--- src/rtl/core/gba_pkg.sv ---
// Shared types, constants and tables for the Goertzel bin analyser.
// Used by every module in rtl/core; depends on nothing else.
package gba_pkg;

  // Default values of the top-level parameters.
  localparam int unsigned MaxBlockDef   = 4096;
  localparam int unsigned DelayWidthDef = 48;

  // Fixed field widths.
  localparam int unsigned SampleW   = 16;
  localparam int unsigned BlockLenW = 13;
  localparam int unsigned CoefW     = 18;
  localparam int unsigned PartW     = 48;
  localparam int unsigned MagW      = 47;
  localparam int unsigned PhaseW    = 16;
  localparam int unsigned FracW     = 16;

  // Shared multiplier: signed 25 x 25, operands cut into 24-bit chunks.
  localparam int unsigned ChunkW = 24;
  localparam int unsigned MulW   = ChunkW + 1;
  localparam int unsigned ProdW  = 2 * MulW;

  // Sequencer counts.
  localparam int unsigned IdxW        = 3;
  localparam int unsigned StepW       = 6;
  localparam int unsigned SqSteps     = 8;
  localparam int unsigned SqrtSteps   = PartW;
  localparam int unsigned CordicSteps = 16;
  localparam int unsigned CordicW     = PartW + 3;
  localparam int unsigned AngleW      = 25;

  // Phase constants in 1/256 centidegree and in centidegrees.
  localparam int HalfTurn = 18000 * 256;
  localparam int PhaseMax = 18000;

  // Configuration port.
  localparam int unsigned PaddrW = 4;
  localparam int unsigned PdataW = 32;

  typedef enum logic [1:0] {
    REG_BLOCK_LENGTH = 2'd0,
    REG_COSINE_TERM  = 2'd1,
    REG_SINE_TERM    = 2'd2
  } reg_idx_e;

  typedef enum logic [1:0] {
    MUL_REC,
    MUL_RE,
    MUL_IM,
    MUL_SQ
  } mul_sel_e;

  typedef enum logic [3:0] {
    ST_IDLE,
    ST_REC_MUL,
    ST_REC_WAIT,
    ST_REC_END,
    ST_RE_MUL,
    ST_RE_WAIT,
    ST_RE_END,
    ST_IM_MUL,
    ST_IM_WAIT,
    ST_IM_END,
    ST_SQ_MUL,
    ST_SQ_WAIT,
    ST_SQ_END,
    ST_ROOT,
    ST_EMIT
  } state_e;

  typedef struct packed {
    logic [BlockLenW-1:0]    block_length;
    logic signed [CoefW-1:0] cosine_term;
    logic signed [CoefW-1:0] sine_term;
  } cfg_t;

  typedef struct packed {
    logic            load_sample;
    logic            mul_en;
    mul_sel_e        mul_sel;
    logic [IdxW-1:0] idx;
    logic            acc_clr;
    logic            rec_upd;
    logic            re_upd;
    logic            im_upd;
    logic            sq_upd;
    logic            root_en;
    logic            cordic_en;
    logic [3:0]      cordic_i;
    logic            out_load;
  } cmd_t;

  typedef struct packed {
    logic last;
  } sts_t;

  // CORDIC arctangent table in 1/256 centidegree.
  function automatic logic [20:0] atan_lut(input logic [3:0] i);
    logic [20:0] v;
    unique case (i)
      4'd0:  v = 21'd1152000;
      4'd1:  v = 21'd680065;
      4'd2:  v = 21'd359328;
      4'd3:  v = 21'd182400;
      4'd4:  v = 21'd91554;
      4'd5:  v = 21'd45822;
      4'd6:  v = 21'd22916;
      4'd7:  v = 21'd11459;
      4'd8:  v = 21'd5730;
      4'd9:  v = 21'd2865;
      4'd10: v = 21'd1432;
      4'd11: v = 21'd716;
      4'd12: v = 21'd358;
      4'd13: v = 21'd179;
      4'd14: v = 21'd90;
      4'd15: v = 21'd45;
    endcase
    return v;
  endfunction

endpackage

--- src/rtl/core/gba_ctrl.sv ---
// Sequencer of the Goertzel bin analyser: issues datapath commands per item.
// Depends on gba_pkg for the state enum and the command and status structs.
module gba_ctrl #(
  parameter int unsigned DELAY_WIDTH = gba_pkg::DelayWidthDef
) (
  input  logic          clk_i,
  input  logic          rst_ni,
  input  logic          in_valid_i,
  output logic          in_stall_o,
  input  logic          out_stall_i,
  output logic          out_valid_o,
  input  gba_pkg::sts_t sts_i,
  output gba_pkg::cmd_t cmd_o
);

  localparam int unsigned NumChunks = (DELAY_WIDTH + gba_pkg::ChunkW - 1) / gba_pkg::ChunkW;
  localparam logic [gba_pkg::StepW-1:0] ChunkLast  = gba_pkg::StepW'(NumChunks - 1);
  localparam logic [gba_pkg::StepW-1:0] SqLast     = gba_pkg::StepW'(gba_pkg::SqSteps - 1);
  localparam logic [gba_pkg::StepW-1:0] RootLast   = gba_pkg::StepW'(gba_pkg::SqrtSteps - 1);
  localparam logic [gba_pkg::StepW-1:0] CordicLen  = gba_pkg::StepW'(gba_pkg::CordicSteps);

  gba_pkg::state_e             state_q, state_d;
  logic [gba_pkg::StepW-1:0]   step_q, step_d;
  logic                        out_valid_q, out_valid_d;
  logic [gba_pkg::StepW-1:0]   step_inc;

  assign step_inc = step_q + gba_pkg::StepW'(1);

  // Next state and step counter.
  always_comb begin
    state_d = state_q;
    step_d  = '0;
    unique case (state_q)
      gba_pkg::ST_IDLE: begin
        if (in_valid_i) state_d = gba_pkg::ST_REC_MUL;
      end
      gba_pkg::ST_REC_MUL: begin
        if (step_q == ChunkLast) state_d = gba_pkg::ST_REC_WAIT;
        else step_d = step_inc;
      end
      gba_pkg::ST_REC_WAIT: state_d = gba_pkg::ST_REC_END;
      gba_pkg::ST_REC_END: begin
        state_d = sts_i.last ? gba_pkg::ST_RE_MUL : gba_pkg::ST_IDLE;
      end
      gba_pkg::ST_RE_MUL: begin
        if (step_q == ChunkLast) state_d = gba_pkg::ST_RE_WAIT;
        else step_d = step_inc;
      end
      gba_pkg::ST_RE_WAIT: state_d = gba_pkg::ST_RE_END;
      gba_pkg::ST_RE_END:  state_d = gba_pkg::ST_IM_MUL;
      gba_pkg::ST_IM_MUL: begin
        if (step_q == ChunkLast) state_d = gba_pkg::ST_IM_WAIT;
        else step_d = step_inc;
      end
      gba_pkg::ST_IM_WAIT: state_d = gba_pkg::ST_IM_END;
      gba_pkg::ST_IM_END:  state_d = gba_pkg::ST_SQ_MUL;
      gba_pkg::ST_SQ_MUL: begin
        if (step_q == SqLast) state_d = gba_pkg::ST_SQ_WAIT;
        else step_d = step_inc;
      end
      gba_pkg::ST_SQ_WAIT: state_d = gba_pkg::ST_SQ_END;
      gba_pkg::ST_SQ_END:  state_d = gba_pkg::ST_ROOT;
      gba_pkg::ST_ROOT: begin
        if (step_q == RootLast) state_d = gba_pkg::ST_EMIT;
        else step_d = step_inc;
      end
      gba_pkg::ST_EMIT: begin
        if (!out_valid_q || !out_stall_i) state_d = gba_pkg::ST_IDLE;
      end
      default: state_d = gba_pkg::ST_IDLE;
    endcase
  end

  // Datapath commands decoded from the state.
  always_comb begin
    cmd_o           = '0;
    cmd_o.mul_sel   = gba_pkg::MUL_REC;
    cmd_o.idx       = step_q[gba_pkg::IdxW-1:0];
    cmd_o.cordic_i  = step_q[3:0];
    unique case (state_q)
      gba_pkg::ST_IDLE:    cmd_o.load_sample = in_valid_i;
      gba_pkg::ST_REC_MUL: cmd_o.mul_en = 1'b1;
      gba_pkg::ST_RE_MUL: begin
        cmd_o.mul_en  = 1'b1;
        cmd_o.mul_sel = gba_pkg::MUL_RE;
      end
      gba_pkg::ST_IM_MUL: begin
        cmd_o.mul_en  = 1'b1;
        cmd_o.mul_sel = gba_pkg::MUL_IM;
      end
      gba_pkg::ST_SQ_MUL: begin
        cmd_o.mul_en  = 1'b1;
        cmd_o.mul_sel = gba_pkg::MUL_SQ;
      end
      gba_pkg::ST_REC_END: begin
        cmd_o.rec_upd = 1'b1;
        cmd_o.acc_clr = 1'b1;
      end
      gba_pkg::ST_RE_END: begin
        cmd_o.re_upd  = 1'b1;
        cmd_o.acc_clr = 1'b1;
      end
      gba_pkg::ST_IM_END: begin
        cmd_o.im_upd  = 1'b1;
        cmd_o.acc_clr = 1'b1;
      end
      gba_pkg::ST_SQ_END: begin
        cmd_o.sq_upd  = 1'b1;
        cmd_o.acc_clr = 1'b1;
      end
      gba_pkg::ST_ROOT: begin
        cmd_o.root_en   = 1'b1;
        cmd_o.cordic_en = (step_q < CordicLen);
      end
      gba_pkg::ST_EMIT: cmd_o.out_load = !out_valid_q || !out_stall_i;
      default: ;
    endcase
  end

  // The output register stays full until the item is taken.
  assign out_valid_d = cmd_o.out_load | (out_valid_q & out_stall_i);
  assign out_valid_o = out_valid_q;
  assign in_stall_o  = (state_q != gba_pkg::ST_IDLE);

  always_ff @(posedge clk_i or negedge rst_ni) begin
    if (!rst_ni) begin
      state_q     <= gba_pkg::ST_IDLE;
      step_q      <= '0;
      out_valid_q <= 1'b0;
    end else begin
      state_q     <= state_d;
      step_q      <= step_d;
      out_valid_q <= out_valid_d;
    end
  end

endmodule

--- config.mk ---
export PLATFORM = sky130hd
export DESIGN_NAME = gba_ctrl
export DESIGN_NICKNAME = d
export VERILOG_FILES = /design/src/rtl/core/gba_pkg.sv /design/src/rtl/core/gba_ctrl.sv
export SDC_FILE = /design/constraint.sdc
export NUM_CORES = 1
export LEC_CHECK = 0
export ABC_AREA = 1
export BUFFER_PORTS_ARGS = -buffer_cell sky130_fd_sc_hd__buf_2
export CAP_MARGIN = 10
export CELL_PAD_IN_SITES_DETAIL_PLACEMENT = 1
export CELL_PAD_IN_SITES_GLOBAL_PLACEMENT = 1
export CORE_MARGIN = 8
export CORE_UTILIZATION = 36
export CTS_BUF_LIST = sky130_fd_sc_hd__clkbuf_2
export DETAILED_ROUTE_END_ITERATION = 12
export PLACE_DENSITY = 0.79
export SLEW_MARGIN = 30
export SYNTH_ARGS = -nofsm -noshare
export SYNTH_HDL_FRONTEND = slang
export SYNTH_SLANG_ARGS = --single-unit
--- constraint.sdc ---
create_clock -name clk_i -period 1.9 [get_ports clk_i]
set_input_delay 0.38 -clock clk_i [delete_from_list [all_inputs] [get_ports clk_i]]
set_output_delay 0.38 -clock clk_i [all_outputs]
set_load 0.01 [all_outputs]
==> load_flow_metrics.sql <==
INSERT INTO impl_metrics (metric_group, metric, value, unit) VALUES
('status', 'outcome', 'finished clean', ''),
('flow_run', 'maxCapViolCount', '0', ''),
('power_and_ir_drop', 'total_leakage_power', '0.0006913', 'uW'),
('floorplan', 'dieHeight', '65.99', 'um'),
('hold_path', 'whs_path_depth', '3', ''),
('synthesis', 'yosysTopAreaCell', 'dfrtp_1', ''),
('power_and_ir_drop', 'peakVddDrop', '612.8', 'uV'),
('timing', 'max_slew_margin', '77.72', '%'),
('global_routing', 'grt_antenna_before_repair', '0', ''),
('floorplan', 'fp.dieArea', '4355', 'um^2'),
('synthesis', 'netlist_area', '899.6', 'um^2'),
('drt', 'route.detailed.vias_per_inst', '4.758', ''),
('place', 'numPortBuffers', '25', ''),
('clock_tree', 'cts_max_path_buffers', '2', ''),
('timing', 'final-max-slew-violation-count', '0', ''),
('drt', 'dr.first_iter.drc_count', '17', ''),
('setup_path', 'critPathBufInv', '2', ''),
('setup_path', 'timing.critical_path.slowest_cell_delay', '480', 'ps'),
('global_routing', 'first_global_vias', '1016', ''),
('synthesis', 'synth.net_count', '151', ''),
('setup_path', 'crit_fanout', '6', ''),
('drt', 'drtPass1Iterations', '2', ''),
('setup_path', 'worst_setup_path_end_kind', 'primary output', ''),
('clock_tree', 'tritoncts_buffers', '3', ''),
('synthesis', 'synth.avg_cell_area', '6.247', 'um^2'),
('clock_tree', 'source_to_sink_clock_delay_at_the_later_pin_of_the_worst_skew_pair', '260', 'ps'),
('finish', 'finalInstanceArea', '1072', 'um^2'),
('place', 'dpl-instance-area', '1010', 'um^2'),
('global_routing', 'grt_max_degree', '12', ''),
('timing', 'setup_viol', '0', ''),
('clock_tree', 'clockRootBuffer', 'clkbuf_2', ''),
('synthesis', 'ys_ff_latch', '11', ''),
('synthesis', 'synth-warning-count', '0', ''),
('timing', 'timing.fmax', '551.9', 'MHz'),
('timing', 'final.min_clock_period', '1812', 'ps'),
('finish', 'area_growth_syn_to_layout', '19.19', '%'),
('setup_path', 'cp.arrival', '1430', 'ps'),
('clock_tree', 'cts_tree', 'yes', ''),
('setup_path', 'setup.worst_path.class', 'reg2out', ''),
('finish', 'highest_count_cells_in_the_layout_ignoring_fill_and_taps', '42 x nand2_1, 25 x buf_2, 22 x inv_1', ''),
('synthesis', 'seq_area_frac_synth', '30.60', '%'),
('timing', 'hold_viol_final', '0', ''),
('place', 'dp_worst_setup_slack', '295.8', 'ps'),
('synthesis', 'syn_inst', '144', ''),
('place', 'dp_hpwl', '2334', 'um'),
('finish', 'post_route_cells_drive_above_1_share', '32.14', '%'),
('floorplan', 'dieWidth', '65.99', 'um'),
('synthesis', 'post-synth-top-area-fraction', '30.60', '%'),
('global_routing', 'grt_util_all_layers', '13.56', '%'),
('timing', 'worst_slack', '88.06', 'ps'),
('setup_path', 'slowest_stage', 'dfrtp_1', ''),
('clock_tree', 'ctsHtreeMaxLevel', '1', ''),
('clock_tree', 'cts.reportedPaths.clkPinSlew', '120', 'ps'),
('setup_path', 'cp_top_family', 'simple AND/OR/NAND/NOR gates', ''),
('finish', 'final_net_count', '176', ''),
('floorplan', 'boundaryPins', '26', ''),
('global_routing', 'first_pass_grt_wire_length', '4747', 'um'),
('floorplan', 'core_area', '2432', 'um^2'),
('drt', 'route.detailed.wl_per_inst', '13.90', 'um'),
('place', 'global_placer_s_final_weighted_congestion', '0.8309', ''),
('synthesis', 'synth_cell_type_count', '19', ''),
('setup_path', 'cell_repeated_most_along_the_worst_path', 'nand2_1', ''),
('clock_tree', 'cts_num_sinks', '11', ''),
('drt', 'drtAntennaViolNets', '0', ''),
('finish', 'mostFrequentLayoutCell', 'nand2_1', ''),
('timing', 'worst_clock_skew', '11.30', 'ps'),
('finish', 'postLayoutCoreUtil', '44.08', '%'),
('synthesis', 'netlist_top_cells_area', 'dfrtp_1 31%, nand2_1 19%, nor2_1 10%, inv_1 9.2%, buf_4 5.8%', ''),
('floorplan', 'placement_rows', '18', ''),
('drt', 'detail_route.wirelength', '2752', 'um'),
('setup_path', 'critPathLaunchType', 'flip-flop', '');
[final cells by class]
| class | count | area (um^2) | area share (%) |
|---|---|---|---|
| sequential | 11 | 277.8 | 25.90 |
| timing repair buffer | 27 | 142.6 | 13.30 |
| multi-input combinational | 102 | 504.2 | 47.02 |
| tap | 30 | 37.54 | 3.501 |
| clock buffer | 4 | 20.02 | 1.867 |
| inverter | 24 | 90.09 | 8.401 |
[where the power goes]
| part | total (uW) | leakage [uW] | switching [uW] | internal, uW |
|---|---|---|---|---|
| combinational | 918 | 0.000530 | 608 | 309 |
| clock | 142 | 0.0000166 | 86.3 | 55.9 |
| sequential | 380 | 0.000145 | 84.8 | 295 |
[final timing paths]
path	to	startpoint	slack (ps)
setup / recovery	cmd_o[17]	state_q[3]	90
hold / removal	out_valid_o	out_stall_i	360
setup reg to reg	step_q[3]	step_q[0]	300
hold reg to reg	out_valid_o	out_valid_o	520
max in group asynchronous	state_q[2]	rst_ni	1140
min in group asynchronous	step_q[4]	rst_ni	510
[repair_timing]
| action | 4_1_cts | 5_1_grt |
|---|---|---|
| setup buffers | 0 | 1 |
| hold endpoints to repair | 11 | 0 |
| hold buffers | 1 | 0 |
| endpoints found under the setup margin | 1 | 6 |
| gates resized for setup | 1 | 10 |
[flip-flops by register name, indices dropped and copies added, names as in the netlist]
signal	count
state_q	4
step_q	6
out_valid_o	1
[cells in the mapped netlist]
library cell	instances
nand3_2	3
xnor2_1	2
inv_1	22
nor3_1	1
dfrtp_1	11
a21oi_2	1
nand2_2	3
nand3_1	10
nor2_4	1
nor2_2	3
a21oi_1	1
buf_4	7
a21boi_1	1
inv_2	2
nor2_1	24
nand2_1	46
nand4_1	1
o21ai_0	3
ha_1	2
[routing by layer]
layer	GRT usage [%]	wire (um)
met1	14.64	1128
met2	26.80	1557
met4	2.667	8
met3	2.034	57
met5	0	0
[worst reg2reg max path: cells and delay by family, from the launching register on]
| family | cells | cell delay (ps) |
|---|---|---|
| flops | 1 | 470 |
| simple gates | 6 | 560 |
| compound gates | 1 | 240 |
| fa+ha+maj | 1 | 220 |
[cell families (layout without fill, tap and decap cells)]
logic type,count (synthesis),in the layout,synth area share [%]
and+or+nand+nor,92,92,44.79
buffers and inverters,31,55,15.86
AOI/OAI and AO/OA,6,6,4.033
DFF,11,11,30.60
xor gates and xnor gates,2,2,1.948
adders and majority gates,2,2,2.781
[metrics by stage]
stage,instances,setup TNS [ps],hold slack (ps)
2_1_floorplan,144,0,84.41
3_3_place_gp,192,0,267.5
3_5_place_dp,192,0,278.2
4_1_cts,197,0,349.5
5_1_grt,198,-42.51,371.7
6_report,198,0,355.0
Note: power is estimated with default switching activity, not from simulation.
