--- src/rtl/core/gba_pkg.sv ---
// Shared types, constants and tables for the Goertzel bin analyser.
// Used by every module in rtl/core; depends on nothing else.
package gba_pkg;

  // Default values of the top-level parameters.
  localparam int unsigned MaxBlockDef   = 4096;
  localparam int unsigned DelayWidthDef = 48;

  // Fixed field widths.
  localparam int unsigned SampleW   = 16;
  localparam int unsigned BlockLenW = 13;
  localparam int unsigned CoefW     = 18;
  localparam int unsigned PartW     = 48;
  localparam int unsigned MagW      = 47;
  localparam int unsigned PhaseW    = 16;
  localparam int unsigned FracW     = 16;

  // Shared multiplier: signed 25 x 25, operands cut into 24-bit chunks.
  localparam int unsigned ChunkW = 24;
  localparam int unsigned MulW   = ChunkW + 1;
  localparam int unsigned ProdW  = 2 * MulW;

  // Sequencer counts.
  localparam int unsigned IdxW        = 3;
  localparam int unsigned StepW       = 6;
  localparam int unsigned SqSteps     = 8;
  localparam int unsigned SqrtSteps   = PartW;
  localparam int unsigned CordicSteps = 16;
  localparam int unsigned CordicW     = PartW + 3;
  localparam int unsigned AngleW      = 25;

  // Phase constants in 1/256 centidegree and in centidegrees.
  localparam int HalfTurn = 18000 * 256;
  localparam int PhaseMax = 18000;

  // Configuration port.
  localparam int unsigned PaddrW = 4;
  localparam int unsigned PdataW = 32;

  typedef enum logic [1:0] {
    REG_BLOCK_LENGTH = 2'd0,
    REG_COSINE_TERM  = 2'd1,
    REG_SINE_TERM    = 2'd2
  } reg_idx_e;

  typedef enum logic [1:0] {
    MUL_REC,
    MUL_RE,
    MUL_IM,
    MUL_SQ
  } mul_sel_e;

  typedef enum logic [3:0] {
    ST_IDLE,
    ST_REC_MUL,
    ST_REC_WAIT,
    ST_REC_END,
    ST_RE_MUL,
    ST_RE_WAIT,
    ST_RE_END,
    ST_IM_MUL,
    ST_IM_WAIT,
    ST_IM_END,
    ST_SQ_MUL,
    ST_SQ_WAIT,
    ST_SQ_END,
    ST_ROOT,
    ST_EMIT
  } state_e;

  typedef struct packed {
    logic [BlockLenW-1:0]    block_length;
    logic signed [CoefW-1:0] cosine_term;
    logic signed [CoefW-1:0] sine_term;
  } cfg_t;

  typedef struct packed {
    logic            load_sample;
    logic            mul_en;
    mul_sel_e        mul_sel;
    logic [IdxW-1:0] idx;
    logic            acc_clr;
    logic            rec_upd;
    logic            re_upd;
    logic            im_upd;
    logic            sq_upd;
    logic            root_en;
    logic            cordic_en;
    logic [3:0]      cordic_i;
    logic            out_load;
  } cmd_t;

  typedef struct packed {
    logic last;
  } sts_t;

  // CORDIC arctangent table in 1/256 centidegree.
  function automatic logic [20:0] atan_lut(input logic [3:0] i);
    logic [20:0] v;
    unique case (i)
      4'd0:  v = 21'd1152000;
      4'd1:  v = 21'd680065;
      4'd2:  v = 21'd359328;
      4'd3:  v = 21'd182400;
      4'd4:  v = 21'd91554;
      4'd5:  v = 21'd45822;
      4'd6:  v = 21'd22916;
      4'd7:  v = 21'd11459;
      4'd8:  v = 21'd5730;
      4'd9:  v = 21'd2865;
      4'd10: v = 21'd1432;
      4'd11: v = 21'd716;
      4'd12: v = 21'd358;
      4'd13: v = 21'd179;
      4'd14: v = 21'd90;
      4'd15: v = 21'd45;
    endcase
    return v;
  endfunction

endpackage

--- src/rtl/core/gba_regs.sv ---
// Configuration register file with an APB-style access port.
// Depends on gba_pkg for the register map and the configuration struct.
module gba_regs (
  input  logic                        clk_i,
  input  logic                        rst_ni,
  input  logic                        psel,
  input  logic                        penable,
  input  logic                        pwrite,
  input  logic [gba_pkg::PaddrW-1:0]  paddr,
  input  logic [gba_pkg::PdataW-1:0]  pwdata,
  output logic [gba_pkg::PdataW-1:0]  prdata,
  output logic                        pready,
  output gba_pkg::cfg_t               cfg_o
);

  gba_pkg::cfg_t     cfg_q;
  gba_pkg::reg_idx_e reg_idx;
  logic              wr_en;

  assign pready  = 1'b1;
  assign wr_en   = psel & penable & pwrite;
  assign reg_idx = gba_pkg::reg_idx_e'(paddr[3:2]);
  assign cfg_o   = cfg_q;

  // Register writes; addresses beyond the map are ignored.
  always_ff @(posedge clk_i or negedge rst_ni) begin
    if (!rst_ni) begin
      cfg_q.block_length <= gba_pkg::BlockLenW'(256);
      cfg_q.cosine_term  <= gba_pkg::CoefW'(65536);
      cfg_q.sine_term    <= '0;
    end else if (wr_en) begin
      unique case (reg_idx)
        gba_pkg::REG_BLOCK_LENGTH: cfg_q.block_length <= pwdata[gba_pkg::BlockLenW-1:0];
        gba_pkg::REG_COSINE_TERM:  cfg_q.cosine_term  <= pwdata[gba_pkg::CoefW-1:0];
        gba_pkg::REG_SINE_TERM:    cfg_q.sine_term    <= pwdata[gba_pkg::CoefW-1:0];
        default: ;
      endcase
    end
  end

  // Read back the raw register bits.
  always_comb begin
    unique case (reg_idx)
      gba_pkg::REG_BLOCK_LENGTH: prdata = gba_pkg::PdataW'(cfg_q.block_length);
      gba_pkg::REG_COSINE_TERM:  prdata = gba_pkg::PdataW'(unsigned'(cfg_q.cosine_term));
      gba_pkg::REG_SINE_TERM:    prdata = gba_pkg::PdataW'(unsigned'(cfg_q.sine_term));
      default:                   prdata = '0;
    endcase
  end

endmodule

--- config.mk ---
export PLATFORM = sky130hd
export DESIGN_NAME = gba_regs
export DESIGN_NICKNAME = d
export VERILOG_FILES = /design/src/rtl/core/gba_pkg.sv /design/src/rtl/core/gba_regs.sv
export SDC_FILE = /design/constraint.sdc
export NUM_CORES = 1
export LEC_CHECK = 0
export BUFFER_PORTS_ARGS = -buffer_cell sky130_fd_sc_hd__buf_2
export CELL_PAD_IN_SITES_DETAIL_PLACEMENT = 1
export CELL_PAD_IN_SITES_GLOBAL_PLACEMENT = 1
export CORE_MARGIN = 4
export CORE_UTILIZATION = 33
export DETAILED_ROUTE_END_ITERATION = 8
export GPL_TIMING_DRIVEN = 0
export PLACE_DENSITY_LB_ADDON = 0.1
export SYNTH_ARGS = -nofsm -noshare
export SYNTH_HDL_FRONTEND = slang
export SYNTH_SLANG_ARGS = --single-unit
--- constraint.sdc ---
create_clock -name clk_i -period 2.65 [get_ports clk_i]
set_input_delay 0.3975 -clock clk_i [delete_from_list [all_inputs] [get_ports clk_i]]
set_output_delay 0.3975 -clock clk_i [all_outputs]
set_load 0.03 [all_outputs]
==> impl_metrics.py, run 1 <==
metrics = {
    "synth": {
        "seq_area_frac_synth_pct": 52.54,
        "syn_area_um2": 2338,
        "synth_top_area_share_pct": 50.29,
        "synth_top_area_cell": "dfrtp_1",
        "syn-instance-count": 175,
        "synthTopCellsByCount": "dfrtp_1, mux2_2, buf_4",
        "synthArstFlopShare_pct": 100.0,
        "yosysUniqueCellTypes": 19,
        "ys_seq_elements": 49,
        "ys_warn_count": 0,
        "synth_most_common_cell": "dfrtp_1",
        "synth_area_leaders": "dfrtp_1, mux2_2, mux2_4",
        "synth_edf_count": 0,
        "syn_avg_cell_area_um2": 13.36,
        "yosys_most_used_dff": "dfrtp_1",
    },
    "worst_setup_path": {
        "critical_path.max_fanout": 10,
        "reg2reg_from": "cfg_o[17]",
        "worst_ep_arrival_time_ns": 1.89,
        "start_kind": "input port",
        "cp-startpoint": "paddr[3]",
        "required_ns": 2.25,
        "critPathKind": "in -> out",
        "cp-end-kind": "primary output",
    },
    "sta": {
        "tightest_slew_ns": 1.095,
        "hold_violations": 0,
        "maxSlewHeadroom_pct": 27.02,
        "finalClockSkew_ns": 0,
        "timing.final.crit_share_pct": 86.39,
        "setup_viol": 0,
        "max_freq_mhz": 436.8,
        "drv_slew": 0,
        "setup-tns-final_ns": 0,
        "post-route-min-period_ns": 2.289,
        "rsz0062_at_grt": "no",
    },
    "drt": {
        "vias": 1698,
        "drc": 0,
        "drtAntennaViolNets": 0,
        "drtIter0Drc": 31,
        "drt-total-wl_um": 6155,
        "wire_per_inst_um": 16.11,
        "vias_per_cell": 4.445,
        "drt_first_pass_iters": 4,
    },
    "global_routing": {
        "grt_max_degree": 50,
        "antenna_found_initial": 0,
        "grt_usage_pct": 14.72,
        "grt_pass1_vias": 1823,
        "overflow": 0,
        "grt_pass1_wl_um": 9735,
    },
    "floorplan": {
        "die_y_um": 92.18,
        "initial_core_util_pct": 34.23,
        "coreArea_um2": 6832,
        "dieArea_um2": 8497,
        "io_pins": 123,
        "die_x_um": 92.18,
        "core.rowCount": 30,
    },
    "placement": {
        "placedCellCount": 374,
        "place_congestion": 0.7081,
        "dpl_cell_area_um2": 2958,
        "portBuffers": 90,
        "dp_hpwl_um": 4552,
    },
    "cts": {
        "numCtsBuffers": 5,
        "cts_tree": "built",
        "ctsResizeCount": 0,
        "clock-sinks": 49,
        "postCtsHoldBufs": 0,
        "cts_buffer_depth": 2,
        "clkLatencyLatePin_ns": 0.29,
        "h-tree-depth": 2,
        "clk_pin_slew_worst_paths_ns": 0.10,
        "postCtsSetupRepairBufs": 0,
        "cts_root_buffer": "clkbuf_8",
    },
    "run_status": {
        "outcome": "finished clean",
    },
    "layout": {
        "fin_area_um2": 3059,
        "n_antenna_cell": 0,
        "largest_reg_flops": 49,
        "nNetsFinal": 326,
        "finish.utilization_pct": 44.78,
        "drive_gt1_share_pct": 60.14,
        "synthToLayoutAreaGrowth_pct": 30.82,
        "finalNonFillerCells": 382,
    },
    "pwr": {
        "power_w": 0.002617,
        "p_per_area_nw_per_um2": 855.4,
        "p_leak_nw": 1.611,
        "peakVddDrop_mv": 0.3322,
    },
    "job": {
        "max_cap_viol_count": 0,
    },
    "worst_hold_path": {
        "worstHoldPathType": "in -> async",
    },
}
final timing paths:
| kind | endpoint | slack, ns | depth (start not counted) |
|---|---|---|---|
| worst max-delay path | prdata[0] | 0.36 | 7 |
| worst min-delay path | cfg_o[30] | 0.30 | 1 |
| worst max register to register | cfg_o[17] | 1.86 | 1 |
| worst min register to register | cfg_o[37] | 0.54 | 1 |
| max in group asynchronous | cfg_o[5] | 1.67 | 1 |
| min in group clk_i | cfg_o[33] | 0.34 | 2 |
layout make-up:
type / count / area, µm²
clock inverter: 1 / 5.005
clock buffer: 7 / 96.34
buffer: 25 / 186.4
sequential: 49 / 1229
timing repair buffer: 90 / 450.4
tap: 96 / 120.1
fill: 789 / 3772
multi-input combinational: 114 / 972.2
cells by family after synthesis:
kind of cell           Yosys count  synth area share (%)
multiplexers                    62                 30.76
AND/OR/NAND/NOR                 19                 3.745
buffers and inverters           25                 7.972
AO/OA/AOI/OAI                   18                 4.655
flip-flops                      49                 52.54
other                            2                0.3211
report_power, final:
| group | switching (W) | internal [W] |
|---|---|---|
| clock | 0.000251 | 0.000237 |
| sequential | 0.000137 | 0.000927 |
| combinational | 0.000695 | 0.000370 |
cells in the final DEF (no fill, tap or decap), types with 2 or more instances in the layout:
cell and instances:
mux2_2 39, conb_1 15, nand2_1 13, buf_2 94, nor2b_1 2, clkbuf_1 2, o21ai_0 13, buf_4 17
dfstp_2 2, dfrtp_1 47, mux2i_1 13, a22o_1 5, mux2_4 10, clkbuf_8 7
per-layer routing:
metal  global-route usage (%)  wire length, µm  vias up  share of wire (%)
met5                        0                0        -                  0
met2                    24.39             2942       62                 48
met3                    3.610              381        2                6.2
met4                    3.713               29        0               0.47
met1                    19.31             2802      835                 46
li1                         -                -      799                  -
through the flow:
step | worst slack, ns | hold slack (ns)
after detailed placement | 0.3291 | 0.5187
after global placement | 0.3878 | 0.5140
after CTS | 0.3249 | 0.3361
after floorplan | 0.6634 | 0.1019
final | 0.3607 | 0.2991
after global routing | 0.1456 | 0.3302
worst max-delay path: stages:
cell and delay [ns]:
buf_2 0.17, nor2b_1 0.14, buf_2 0.22, clkbuf_1 0.52
nand2_1 0.13, o21ai_0 0.10, buf_2 0.22
Note: power is estimated with default switching activity, not from simulation.
==> run 2, diff against run 1 <==
Settings changed: ABC_AREA set to 1.
==> impl_metrics.py, run 2 <==
metrics = {
    "sta": {
        "rsz0062_at_grt": "no",
        "post-route-min-period_ns": 2.005,
        "setup-tns-final_ns": 0,
        "drv_slew": 0,
        "tightest_slew_ns": 1.115,
        "finalClockSkew_ns": 0,
        "hold_violations": 0,
        "maxSlewHeadroom_pct": 25.70,
        "timing.final.crit_share_pct": 75.65,
        "max_freq_mhz": 498.9,
        "setup_viol": 0,
        "fin_ws_ns": 0.6454,
    },
    "drt": {
        "drt-total-wl_um": 7498,
        "drc": 0,
        "vias_per_cell": 4.437,
        "drtAntennaViolNets": 0,
        "drt_first_pass_iters": 4,
        "vias": 2285,
        "drtIter0Drc": 83,
        "wire_per_inst_um": 14.56,
    },
    "pwr": {
        "p_per_area_nw_per_um2": 768.3,
        "p_leak_nw": 1.881,
        "peakVddDrop_mv": 0.2886,
    },
    "synth": {
        "yosysUniqueCellTypes": 14,
        "synth_edf_count": 0,
        "synth_top_area_share_pct": 49.14,
        "synth_top_area_cell": "dfrtp_1",
        "syn_area_um2": 2394,
        "ys_warn_count": 0,
        "synth_most_common_cell": "nand2_1",
        "yosys_most_used_dff": "dfrtp_1",
        "synth_area_leaders": "dfrtp_1, nand2_1, buf_4",
        "synthTopCellsByCount": "nand2_1, dfrtp_1, buf_4",
        "syn_avg_cell_area_um2": 7.797,
        "seq_area_frac_synth_pct": 51.33,
        "syn-instance-count": 307,
        "ys_seq_elements": 49,
        "synthArstFlopShare_pct": 100.0,
    },
    "cts": {
        "clock-sinks": 49,
        "cts_tree": "built",
        "numCtsBuffers": 5,
        "h-tree-depth": 2,
        "ctsResizeCount": 0,
        "clk_pin_slew_worst_paths_ns": 0.10,
        "postCtsSetupRepairBufs": 0,
        "cts_buffer_depth": 2,
        "postCtsHoldBufs": 0,
        "clkLatencyLatePin_ns": 0.29,
        "cts_root_buffer": "clkbuf_8",
    },
    "global_routing": {
        "grt_usage_pct": 17.68,
        "grt_pass1_vias": 2318,
        "overflow": 0,
        "grt_max_degree": 50,
        "antenna_found_initial": 0,
        "grt_pass1_wl_um": 11970,
    },
    "placement": {
        "portBuffers": 91,
        "dp_hpwl_um": 5525,
        "dp_slack_ns": 0.6398,
        "placedCellCount": 507,
        "place_congestion": 0.7659,
    },
    "layout": {
        "finalNonFillerCells": 515,
        "mostFrequentLayoutCell": "nand2_1",
        "final_cell_mix": "nand2_1, buf_2, dfrtp_1, buf_4, conb_1",
        "synthToLayoutAreaGrowth_pct": 29.69,
        "nNetsFinal": 459,
        "n_antenna_cell": 0,
        "drive_gt1_share_pct": 33.41,
        "largest_reg_flops": 49,
    },
    "worst_setup_path": {
        "reg2reg_from": "cfg_o[44]",
        "ff2ff_path_depth": 2,
        "cp-end-kind": "primary output",
        "r2r_slack_ns": 1.92,
        "timing.rr.end": "cfg_o[44]",
        "critical_path.max_fanout": 10,
        "critPathKind": "in -> out",
        "start_kind": "input port",
        "required_ns": 2.25,
        "worst_ep_arrival_time_ns": 1.61,
    },
    "run_status": {
        "outcome": "finished clean",
    },
    "floorplan": {
        "io_pins": 123,
        "coreArea_um2": 6907,
        "initial_core_util_pct": 34.66,
        "dieArea_um2": 8680,
        "die_y_um": 93.17,
        "core.rowCount": 30,
        "die_x_um": 93.17,
    },
    "worst_hold_path": {
        "worstHoldPathType": "in -> async",
    },
    "job": {
        "max_cap_viol_count": 0,
    },
}
[run 2: worst max-delay path, cell delays in order]
cell	delay (ns)
buf_2	0.12
nor2_1	0.40
buf_4	0.30
nand2_1	0.07
nand3_1	0.10
buf_2	0.21
[run 2: cell type report]
cell class	instances	area (µm²)
timing repair buffer	91	455.4
fill	949	3802
multi-input combinational	242	996.0
buffer	24	198.9
clock buffer	5	68.82
inverter	5	18.77
clock inverter	3	17.52
sequential	49	1229
tap	96	120.1
[run 2: routing by layer]
layer / GRT usage (%) / part of all wire (%) / routed length, µm / vias to the layer above
met4: 3.297 / 0.48 / 36 / 0
met1: 23.60 / 45 / 3341 / 1091
met3: 2.655 / 5.4 / 408 / 4
met2: 30.65 / 49 / 3711 / 70
met5: 0 / 0 / 0 / -
li1: - / - / - / 1120
[run 2: how the worst max path moves through the flow]
stage | start | endpoint | slack (ns) | cells past startpoint
after global placement | paddr[3] | prdata[1] | 0.65 | 6
after floorplan | paddr[3] | prdata[1] | 1.10 | 6
after global routing | paddr[3] | prdata[1] | 0.57 | 6
after detailed placement | paddr[3] | prdata[1] | 0.64 | 6
after CTS | paddr[3] | prdata[1] | 0.64 | 6
final | paddr[3] | prdata[1] | 0.65 | 6
[run 2: through the flow]
step / power [W] / utilization [%] / area (µm²) / hold WS (ns)
4_1_cts: 0.002415 / 44.95 / 3104 / 0.2989
3_5_place_dp: 0.001975 / 43.70 / 3018 / 0.4670
6_report: 0.002385 / 44.95 / 3104 / 0.2996
5_1_grt: 0.002529 / 44.95 / 3104 / 0.2998
3_3_place_gp: 0.001951 / 43.70 / 3018 / 0.4628
2_1_floorplan: 0.001652 / - / 2442 / 0.1019
[run 2: logic make-up after synthesis]
group                  after synthesis  share of synthesized area, %
and+or+nand+nor                    227                         39.26
other                                2                        0.3138
DFF                                 49                         51.33
buffers and inverters               29                         9.096
[run 2: power by group]
| group | total (W) | leakage, nW | internal [W] | switching, W |
|---|---|---|---|---|
| Combinational | 0.000919 | 1.22 | 0.000249 | 0.000670 |
| Clock | 0.000439 | 0.0439 | 0.000183 | 0.000256 |
| Sequential | 0.00103 | 0.618 | 0.000905 | 0.000122 |
| Total | 0.00239 | 1.88 | 0.00134 | 0.00105 |
