File: config.mk
export PLATFORM = sky130hd
export DESIGN_NAME = gba_dp
export DESIGN_NICKNAME = d
export VERILOG_FILES = /design/src/rtl/core/gba_pkg.sv /design/src/rtl/core/gba_dp.sv
export SDC_FILE = /design/constraint.sdc
export NUM_CORES = 2
export LEC_CHECK = 0
export BUFFER_PORTS_ARGS = -buffer_cell sky130_fd_sc_hd__buf_2
export CAP_MARGIN = 20
export CORE_ASPECT_RATIO = 1.2
export CORE_MARGIN = 2
export CORE_UTILIZATION = 45
export CTS_CLUSTER_DIAMETER = 80
export DETAILED_ROUTE_END_ITERATION = 10
export PLACE_DENSITY = 0.66
export REMOVE_ABC_BUFFERS = 1
export SYNTH_ARGS = -nofsm -noshare
export SYNTH_HDL_FRONTEND = slang
export SYNTH_SLANG_ARGS = --single-unit
File: constraint.sdc
create_clock -name clk_i -period 11.85 [get_ports clk_i]
set_input_delay 1.7775 -clock clk_i [delete_from_list [all_inputs] [get_ports clk_i]]
set_output_delay 1.7775 -clock clk_i [all_outputs]
set_load 0.01 [all_outputs]
File: src/rtl/core/gba_pkg.sv
// Shared types, constants and tables for the Goertzel bin analyser.
// Used by every module in rtl/core; depends on nothing else.
package gba_pkg;

  // Default values of the top-level parameters.
  localparam int unsigned MaxBlockDef   = 4096;
  localparam int unsigned DelayWidthDef = 48;

  // Fixed field widths.
  localparam int unsigned SampleW   = 16;
  localparam int unsigned BlockLenW = 13;
  localparam int unsigned CoefW     = 18;
  localparam int unsigned PartW     = 48;
  localparam int unsigned MagW      = 47;
  localparam int unsigned PhaseW    = 16;
  localparam int unsigned FracW     = 16;

  // Shared multiplier: signed 25 x 25, operands cut into 24-bit chunks.
  localparam int unsigned ChunkW = 24;
  localparam int unsigned MulW   = ChunkW + 1;
  localparam int unsigned ProdW  = 2 * MulW;

  // Sequencer counts.
  localparam int unsigned IdxW        = 3;
  localparam int unsigned StepW       = 6;
  localparam int unsigned SqSteps     = 8;
  localparam int unsigned SqrtSteps   = PartW;
  localparam int unsigned CordicSteps = 16;
  localparam int unsigned CordicW     = PartW + 3;
  localparam int unsigned AngleW      = 25;

  // Phase constants in 1/256 centidegree and in centidegrees.
  localparam int HalfTurn = 18000 * 256;
  localparam int PhaseMax = 18000;

  // Configuration port.
  localparam int unsigned PaddrW = 4;
  localparam int unsigned PdataW = 32;

  typedef enum logic [1:0] {
    REG_BLOCK_LENGTH = 2'd0,
    REG_COSINE_TERM  = 2'd1,
    REG_SINE_TERM    = 2'd2
  } reg_idx_e;

  typedef enum logic [1:0] {
    MUL_REC,
    MUL_RE,
    MUL_IM,
    MUL_SQ
  } mul_sel_e;

  typedef enum logic [3:0] {
    ST_IDLE,
    ST_REC_MUL,
    ST_REC_WAIT,
    ST_REC_END,
    ST_RE_MUL,
    ST_RE_WAIT,
    ST_RE_END,
    ST_IM_MUL,
    ST_IM_WAIT,
    ST_IM_END,
    ST_SQ_MUL,
    ST_SQ_WAIT,
    ST_SQ_END,
    ST_ROOT,
    ST_EMIT
  } state_e;

  typedef struct packed {
    logic [BlockLenW-1:0]    block_length;
    logic signed [CoefW-1:0] cosine_term;
    logic signed [CoefW-1:0] sine_term;
  } cfg_t;

  typedef struct packed {
    logic            load_sample;
    logic            mul_en;
    mul_sel_e        mul_sel;
    logic [IdxW-1:0] idx;
    logic            acc_clr;
    logic            rec_upd;
    logic            re_upd;
    logic            im_upd;
    logic            sq_upd;
    logic            root_en;
    logic            cordic_en;
    logic [3:0]      cordic_i;
    logic            out_load;
  } cmd_t;

  typedef struct packed {
    logic last;
  } sts_t;

  // CORDIC arctangent table in 1/256 centidegree.
  function automatic logic [20:0] atan_lut(input logic [3:0] i);
    logic [20:0] v;
    unique case (i)
      4'd0:  v = 21'd1152000;
      4'd1:  v = 21'd680065;
      4'd2:  v = 21'd359328;
      4'd3:  v = 21'd182400;
      4'd4:  v = 21'd91554;
      4'd5:  v = 21'd45822;
      4'd6:  v = 21'd22916;
      4'd7:  v = 21'd11459;
      4'd8:  v = 21'd5730;
      4'd9:  v = 21'd2865;
      4'd10: v = 21'd1432;
      4'd11: v = 21'd716;
      4'd12: v = 21'd358;
      4'd13: v = 21'd179;
      4'd14: v = 21'd90;
      4'd15: v = 21'd45;
    endcase
    return v;
  endfunction

endpackage

File: src/rtl/core/gba_dp.sv
// Datapath of the Goertzel bin analyser: delays, shared multiplier and
// accumulator, bit-serial square root, CORDIC phase and output registers.
// Depends on gba_pkg; driven by gba_ctrl through the command struct.
module gba_dp #(
  parameter int unsigned MAX_BLOCK   = gba_pkg::MaxBlockDef,
  parameter int unsigned DELAY_WIDTH = gba_pkg::DelayWidthDef
) (
  input  logic                               clk_i,
  input  logic                               rst_ni,
  input  gba_pkg::cfg_t                      cfg_i,
  input  logic signed [gba_pkg::SampleW-1:0] sample_i,
  input  gba_pkg::cmd_t                      cmd_i,
  output gba_pkg::sts_t                      sts_o,
  output logic signed [gba_pkg::PartW-1:0]   real_part_o,
  output logic signed [gba_pkg::PartW-1:0]   imag_part_o,
  output logic [gba_pkg::MagW-1:0]           magnitude_o,
  output logic signed [gba_pkg::PhaseW-1:0]  phase_centideg_o
);

  localparam int unsigned NumChunks = (DELAY_WIDTH + gba_pkg::ChunkW - 1) / gba_pkg::ChunkW;
  localparam int unsigned ExtW  = NumChunks * gba_pkg::ChunkW;
  localparam int unsigned AccW  = (ExtW + 20 > 98) ? ExtW + 20 : 98;
  localparam int unsigned SumW  = AccW + 1;
  localparam int unsigned CntW  = $clog2(MAX_BLOCK);
  localparam int unsigned CmpW  = ((CntW > gba_pkg::BlockLenW) ? CntW : gba_pkg::BlockLenW) + 1;
  localparam int unsigned RootW = gba_pkg::PartW;
  localparam int unsigned RadW  = 2 * RootW;
  localparam int unsigned RemW  = RootW + 2;
  localparam int unsigned PW    = gba_pkg::PartW;
  localparam int unsigned CW    = gba_pkg::CordicW;
  localparam int unsigned AW    = gba_pkg::AngleW;

  // Recurrence state.
  logic signed [DELAY_WIDTH-1:0]      d1_q, d2_q;
  logic [CntW-1:0]                    cnt_q;
  logic signed [gba_pkg::SampleW-1:0] sample_q;

  // Block length clamp and end-of-block detection.
  logic [CmpW-1:0] len_raw, eff_len, cnt_next;

  always_comb begin
    len_raw = CmpW'(cfg_i.block_length);
    if (len_raw == '0) eff_len = CmpW'(1);
    else if (len_raw > CmpW'(MAX_BLOCK)) eff_len = CmpW'(MAX_BLOCK);
    else eff_len = len_raw;
  end

  assign cnt_next   = CmpW'(cnt_q) + CmpW'(1);
  assign sts_o.last = (cnt_next >= eff_len);

  // Multiplier operand selection.
  logic signed [ExtW-1:0]             d1_ext, d2_ext, dsel_ext;
  logic [gba_pkg::ChunkW-1:0]         d_chunk, sq_a, sq_b;
  logic [1:0]                         chunk_k;
  logic signed [gba_pkg::CoefW:0]     coef2;
  logic [PW-1:0]                      mag_re, mag_im, mag_sel;
  logic signed [gba_pkg::MulW-1:0]    op_a, op_b;
  logic [1:0]                         op_sh;
  logic signed [PW-1:0]               re_q, im_q;

  assign d1_ext   = ExtW'(d1_q);
  assign d2_ext   = ExtW'(d2_q);
  assign chunk_k  = cmd_i.idx[1:0];
  assign dsel_ext = (cmd_i.mul_sel == gba_pkg::MUL_REC) ? d1_ext : d2_ext;
  assign d_chunk  = dsel_ext[chunk_k * gba_pkg::ChunkW +: gba_pkg::ChunkW];
  assign coef2    = {cfg_i.cosine_term, 1'b0};
  assign mag_re   = re_q[PW-1] ? PW'(-re_q) : re_q;
  assign mag_im   = im_q[PW-1] ? PW'(-im_q) : im_q;
  assign mag_sel  = cmd_i.idx[2] ? mag_im : mag_re;
  assign sq_a     = cmd_i.idx[0] ? mag_sel[PW-1:gba_pkg::ChunkW] : mag_sel[gba_pkg::ChunkW-1:0];
  assign sq_b     = cmd_i.idx[1] ? mag_sel[PW-1:gba_pkg::ChunkW] : mag_sel[gba_pkg::ChunkW-1:0];

  always_comb begin
    // The top chunk of a delay carries its sign; lower chunks are unsigned.
    if (32'(chunk_k) == NumChunks - 1) op_b = {d_chunk[gba_pkg::ChunkW-1], d_chunk};
    else op_b = {1'b0, d_chunk};
    op_sh = chunk_k;
    unique case (cmd_i.mul_sel)
      gba_pkg::MUL_REC: op_a = gba_pkg::MulW'(coef2);
      gba_pkg::MUL_RE:  op_a = gba_pkg::MulW'(cfg_i.cosine_term);
      gba_pkg::MUL_IM:  op_a = gba_pkg::MulW'(cfg_i.sine_term);
      gba_pkg::MUL_SQ: begin
        op_a  = {1'b0, sq_a};
        op_b  = {1'b0, sq_b};
        op_sh = {1'b0, cmd_i.idx[0]} + {1'b0, cmd_i.idx[1]};
      end
      default: op_a = '0;
    endcase
  end

  // Registered product, then shifted accumulation in the following cycle.
  logic signed [gba_pkg::ProdW-1:0] prod_q;
  logic [1:0]                       prod_sh_q;
  logic                             prod_v_q;
  logic signed [AccW-1:0]           acc_q, addend, acc_sh;

  always_ff @(posedge clk_i) begin
    if (cmd_i.mul_en) begin
      prod_q    <= op_a * op_b;
      prod_sh_q <= op_sh;
    end
  end

  assign addend = AccW'(prod_q) <<< (prod_sh_q * gba_pkg::ChunkW);
  assign acc_sh = acc_q >>> gba_pkg::FracW;

  always_ff @(posedge clk_i or negedge rst_ni) begin
    if (!rst_ni) begin
      prod_v_q <= 1'b0;
      acc_q    <= '0;
    end else begin
      prod_v_q <= cmd_i.mul_en;
      if (cmd_i.acc_clr) acc_q <= '0;
      else if (prod_v_q) acc_q <= acc_q + addend;
    end
  end

  // New delay value, saturated to the delay width.
  logic signed [SumW-1:0]        rec_sum;
  logic [SumW-DELAY_WIDTH:0]     rec_hi;
  logic signed [DELAY_WIDTH-1:0] rec_sat;

  assign rec_sum = SumW'(acc_sh) + (SumW'(sample_q) <<< gba_pkg::FracW) - SumW'(d2_q);
  assign rec_hi  = rec_sum[SumW-1:DELAY_WIDTH-1];

  always_comb begin
    if ((&rec_hi) | ~(|rec_hi)) rec_sat = rec_sum[DELAY_WIDTH-1:0];
    else if (rec_sum[SumW-1]) rec_sat = {1'b1, {(DELAY_WIDTH - 1){1'b0}}};
    else rec_sat = {1'b0, {(DELAY_WIDTH - 1){1'b1}}};
  end

  // Real or imaginary part, saturated to the output width.
  logic signed [SumW-1:0] part_sum;
  logic [SumW-PW:0]       part_hi;
  logic signed [PW-1:0]   part_sat;

  assign part_sum = cmd_i.re_upd ? (SumW'(d1_q) - SumW'(acc_sh)) : SumW'(acc_sh);
  assign part_hi  = part_sum[SumW-1:PW-1];

  always_comb begin
    if ((&part_hi) | ~(|part_hi)) part_sat = part_sum[PW-1:0];
    else if (part_sum[SumW-1]) part_sat = {1'b1, {(PW - 1){1'b0}}};
    else part_sat = {1'b0, {(PW - 1){1'b1}}};
  end

  // Delay, counter and part registers.
  always_ff @(posedge clk_i or negedge rst_ni) begin
    if (!rst_ni) begin
      d1_q  <= '0;
      d2_q  <= '0;
      cnt_q <= '0;
    end else begin
      if (cmd_i.rec_upd) begin
        d2_q  <= d1_q;
        d1_q  <= rec_sat;
        cnt_q <= sts_o.last ? '0 : cnt_q + CntW'(1);
      end else if (cmd_i.im_upd) begin
        d1_q <= '0;
        d2_q <= '0;
      end
    end
  end

  always_ff @(posedge clk_i) begin
    if (cmd_i.load_sample) sample_q <= sample_i;
    if (cmd_i.re_upd) re_q <= part_sat;
    if (cmd_i.im_upd) im_q <= part_sat;
  end

  // Square root, one result bit per step.
  logic [RadW-1:0]  rad_q;
  logic [RemW-1:0]  rem_q;
  logic [RootW-1:0] root_q;
  logic [RemW+1:0]  rem4, trial;

  assign rem4  = {rem_q, rad_q[RadW-1 -: 2]};
  assign trial = {2'b00, root_q, 2'b01};

  always_ff @(posedge clk_i) begin
    if (cmd_i.sq_upd) begin
      rad_q  <= acc_q[RadW-1:0];
      rem_q  <= '0;
      root_q <= '0;
    end else if (cmd_i.root_en) begin
      rad_q <= rad_q << 2;
      if (rem4 >= trial) begin
        rem_q  <= RemW'(rem4 - trial);
        root_q <= {root_q[RootW-2:0], 1'b1};
      end else begin
        rem_q  <= RemW'(rem4);
        root_q <= {root_q[RootW-2:0], 1'b0};
      end
    end
  end

  // CORDIC vectoring for the phase, one rotation per step.
  logic signed [CW-1:0] cx_q, cy_q, re_w, im_w, sx, sy;
  logic signed [AW-1:0] cz_q, ang;
  logic                 czero_q;

  assign re_w = CW'(re_q);
  assign im_w = CW'(im_q);
  assign sx   = cx_q >>> cmd_i.cordic_i;
  assign sy   = cy_q >>> cmd_i.cordic_i;
  assign ang  = signed'(AW'(gba_pkg::atan_lut(cmd_i.cordic_i)));

  always_ff @(posedge clk_i) begin
    if (cmd_i.sq_upd) begin
      czero_q <= (re_q == '0) && (im_q == '0);
      if (re_q[PW-1]) begin
        cx_q <= -re_w;
        cy_q <= -im_w;
        cz_q <= im_q[PW-1] ? AW'(-gba_pkg::HalfTurn) : AW'(gba_pkg::HalfTurn);
      end else begin
        cx_q <= re_w;
        cy_q <= im_w;
        cz_q <= '0;
      end
    end else if (cmd_i.cordic_en) begin
      if (cy_q > 0) begin
        cx_q <= cx_q + sy;
        cy_q <= cy_q - sx;
        cz_q <= cz_q + ang;
      end else begin
        cx_q <= cx_q - sy;
        cy_q <= cy_q + sx;
        cz_q <= cz_q - ang;
      end
    end
  end

  // Round the angle to centidegrees and clamp it.
  logic signed [AW-1:0]                 z_rnd;
  logic signed [gba_pkg::PhaseW-1:0]    phase_val;
  logic [gba_pkg::MagW-1:0]             mag_val;

  assign z_rnd = (cz_q + AW'(128)) >>> 8;

  always_comb begin
    if (czero_q) phase_val = '0;
    else if (z_rnd > AW'(gba_pkg::PhaseMax)) phase_val = gba_pkg::PhaseW'(gba_pkg::PhaseMax);
    else if (z_rnd < AW'(-gba_pkg::PhaseMax)) phase_val = gba_pkg::PhaseW'(-gba_pkg::PhaseMax);
    else phase_val = z_rnd[gba_pkg::PhaseW-1:0];
  end

  assign mag_val = root_q[RootW-1] ? {gba_pkg::MagW{1'b1}} : root_q[gba_pkg::MagW-1:0];

  // Output register.
  always_ff @(posedge clk_i) begin
    if (cmd_i.out_load) begin
      real_part_o      <= re_q;
      imag_part_o      <= im_q;
      magnitude_o      <= mag_val;
      phase_centideg_o <= phase_val;
    end
  end

endmodule

==> impl_results.md <==
* Hold-fix buffer count after cts at 0
* Filler cells at 20800
* Max Fclk at 0.0874 GHz
* Die area at 0.223 mm^2
* Fin Hold WS at 473 ps
* Pin count of the biggest net entering global routing at 164
* CTS max path bufs at 3
* Clock Pin Slew Worst Setup and Hold Paths at 70 ps
* Pre-CTS WS at 80.1 ps
* RSZ-0062 raised after global routing: true
* Async SR Flop Fraction at 0.243
* Final wirelength at 348 mm
* Synth Area in Compound Gates at 0.164
* Multiplexer share of the synthesized area at 0.0796
* Worst-Skew Late Latency at 820 ps
* Final setup skew at 104 ps
* Post-Syn Area at 0.0986 mm^2
* Final period util at 0.966
* Final setup viols at 0
* Pre-antenna DRT Iters at 9
* Worst Setup SP: re_q[14]
* Avg Inst Size Synth at 8.73 um^2
* Via Count at 85700
* CP Class: flop to flop
* Starting density of the core at 0.452
* Final Net Count at 12700
* Max-cap violations at 0
* Total CTS buffers at 100
* Synth Area in Adders at 0.227
* Die X at 431 um
* # rows at 188
* Nature of the critical path startpoint: flop
* Max transition margin at 0.262
* Vias per cell at 6.02
* CTS tree: yes
* Max FO, Critical Path at 7
* Antenna violations before repair at 21
* Post-DP Area at 0.103 mm^2
* Ratio of cells with drive above 1 in the final layout at 0.0983
* Antenna Nets Post-Route at 0
* Total gr overflow at 0
* Vias in the first global route at 85100
* Clock root buffer master: clkbuf_16
* CP max-delay cell: fa_2
* Largest family of logic cells by synthesized area: adder cells
* Number of synthesized flops with an enable pin at 547
* CP max stage delay at 640 ps
* Post-Synthesis Cells at 11300
* Dpl hpwl at 279 mm
* Wirelength per Cell at 24.4 um
* First-pass GRT wire length at 525 mm
* Fin. max-slew vios at 0
* Layout overhead on the synthesized area at 8.61%
* Crit path DAT at 11960 ps
* Initial DRC count at 8160
* RR Startpoint: re_q[14]
* Die Y at 517 um
* CP dominant cell by count: fa_1
* Critical path capture point type: flop
* Synth Area in XOR/XNOR at 0.0620
* Io pins at 246
* Post-layout minimum cycle time at 11440 ps
* Hold WC Path Type: flop to flop
* Final instance area at 0.107 mm^2
* Worst EP required at 12360 ps
* DRC violations left at 0
* Count of cell types in the netlist at 101
* Outcome: finished, final reports clean
* FF+latch count, synth at 852
* Most used DFF post-synth: edfxtp_1
* Seq/Total Area, Yosys at 0.239
* Area of the core at 0.218 mm^2
* Final hold vios at 0
* Fin util at 0.491
* Simple-Gate Fraction of Synth Area at 0.157
* I/O Buffers at 245
* Htree depth at 3
* GP Congestion at 1.01
* Slew @ Worst Pin at 1100 ps
* Ys Warns at 0
* Setup ws final at 408 ps
* FF-to-FF setup slack at 410 ps
* Hold_sp: re_q[1]
* Total track usage at 0.307
* Clock sinks at 852
-- sequential cells by signal, indices dropped and copies added, names as in the netlist, 47 cells and up --
name,flops
root_q,48
real_part_o,48
cy_q,51
magnitude_o,47
rad_q,96
imag_part_o,48
rem_q,50
acc_q,98
cx_q,51
d2_ext,48
re_q,48
prod_q,50
d1_ext,48
im_q,48
-- synthesized netlist by cell type (71+ instances only) --
cell | instances | area share
nand2_1 | 1244 | 0.047
inv_1 | 1202 | 0.046
nor2_1 | 1028 | 0.039
a21oi_1 | 765 | 0.039
fa_1 | 730 | 0.15
ha_1 | 621 | 0.079
o21ai_0 | 582 | 0.030
edfxtp_1 | 547 | 0.17
clkbuf_1 | 454 | 0.017
xnor2_1 | 401 | 0.036
mux2i_1 | 337 | 0.034
xor2_1 | 297 | 0.026
a21o_1 | 293 | 0.022
dfrtp_1 | 207 | 0.053
nand2b_1 | 167 | 0.011
nand3_1 | 151 | 0.0077
mux2_2 | 145 | 0.017
nor2b_1 | 139 | 0.0088
nand4_1 | 138 | 0.0088
mux4_2 | 126 | 0.029
a211oi_1 | 122 | 0.0093
nor3_1 | 118 | 0.0060
and3_1 | 105 | 0.0067
a31oi_1 | 100 | 0.0063
dfxtp_1 | 98 | 0.020
o21a_1 | 87 | 0.0066
o21bai_1 | 86 | 0.0065
and2_1 | 82 | 0.0052
buf_1 | 75 | 0.0029
o31ai_1 | 71 | 0.0054
-- cell type report --
type | count | area [um^2] | area share
Antenna cell | 12 | 30.0 | 0.000280
Sequential cell | 852 | 23600 | 0.220
Clock buffer | 118 | 2590 | 0.0242
Timing Repair Buffer | 489 | 3270 | 0.0305
Tap cell | 2850 | 3570 | 0.0333
Inverter | 1207 | 4530 | 0.0423
Clock inverter | 72 | 956 | 0.00893
Multi-Input combinational cell | 8631 | 68600 | 0.640
-- worst max-delay path: cells and delay by family (launching register included) --
| family | cells | cell delay [ps] |
|---|---|---|
| fa+ha+maj | 8 | 4240 |
| compound gates | 14 | 3090 |
| simple gates | 8 | 2070 |
| buf+inv | 6 | 830 |
| flops | 1 | 410 |
| xor+xnor | 2 | 320 |
| mux | 1 | 140 |
-- layer usage --
metal,wire (um),GRT usage,vias to the layer above
li1,-,-,39000
met1,136000,0.384,42300
met2,165000,0.517,3550
met3,24600,0.0391,834
met4,21500,0.165,10
met5,64,0,-
-- final timing paths --
| path | cells past startpoint | to |
|---|---|---|
| worst max-delay path | 39 | prod_q[48] |
| worst min-delay path | 0 | real_part_o[1] |
| worst max register to register | 39 | prod_q[48] |
| worst min register to register | 0 | real_part_o[1] |
| max in group asynchronous | 2 | prod_v_q |
| min in group asynchronous | 1 | cnt_q[1] |
-- cells by family after synthesis --
kind of cell / count (synthesis)
compound gates: 2562
xor+xnor: 698
fa+ha+maj: 1351
buf+inv: 1815
flops: 852
mux: 608
simple gates: 3412
-- through the flow --
step,setup TNS [ps],cells
5_1_grt,-79.7,14200
6_report,0,14200
4_1_cts,0,14200
3_5_place_dp,0,14000
3_3_place_gp,0,14000
2_1_floorplan,-2830,10700
-- cell usage in the layout (no fill, tap or decap), types with 126 or more instances in the layout --
cell and n:
mux2_2 145, inv_1 1200, dfrtp_1 205, mux2i_1 334
nand3_1 150, nand4_1 138, ha_1 618, nand2b_1 166
nand2_1 1242, buf_4 233, edfxtp_1 547, o21ai_0 567
a21o_1 292, buf_2 234, fa_1 726, nor2b_1 137
mux4_2 126, a21oi_1 751, nor2_1 1023, xor2_1 297
xnor2_1 401
-- timing repair --
item                       CTS  global route
gates resized for setup      1            78
setup buffers                0             8
pin swaps                    0            12
setup endpoints to repair    3            14
Power is left out: the tool's default activity adds up to more than one toggle a clock period on the data nets, which glitch-free logic cannot reach.
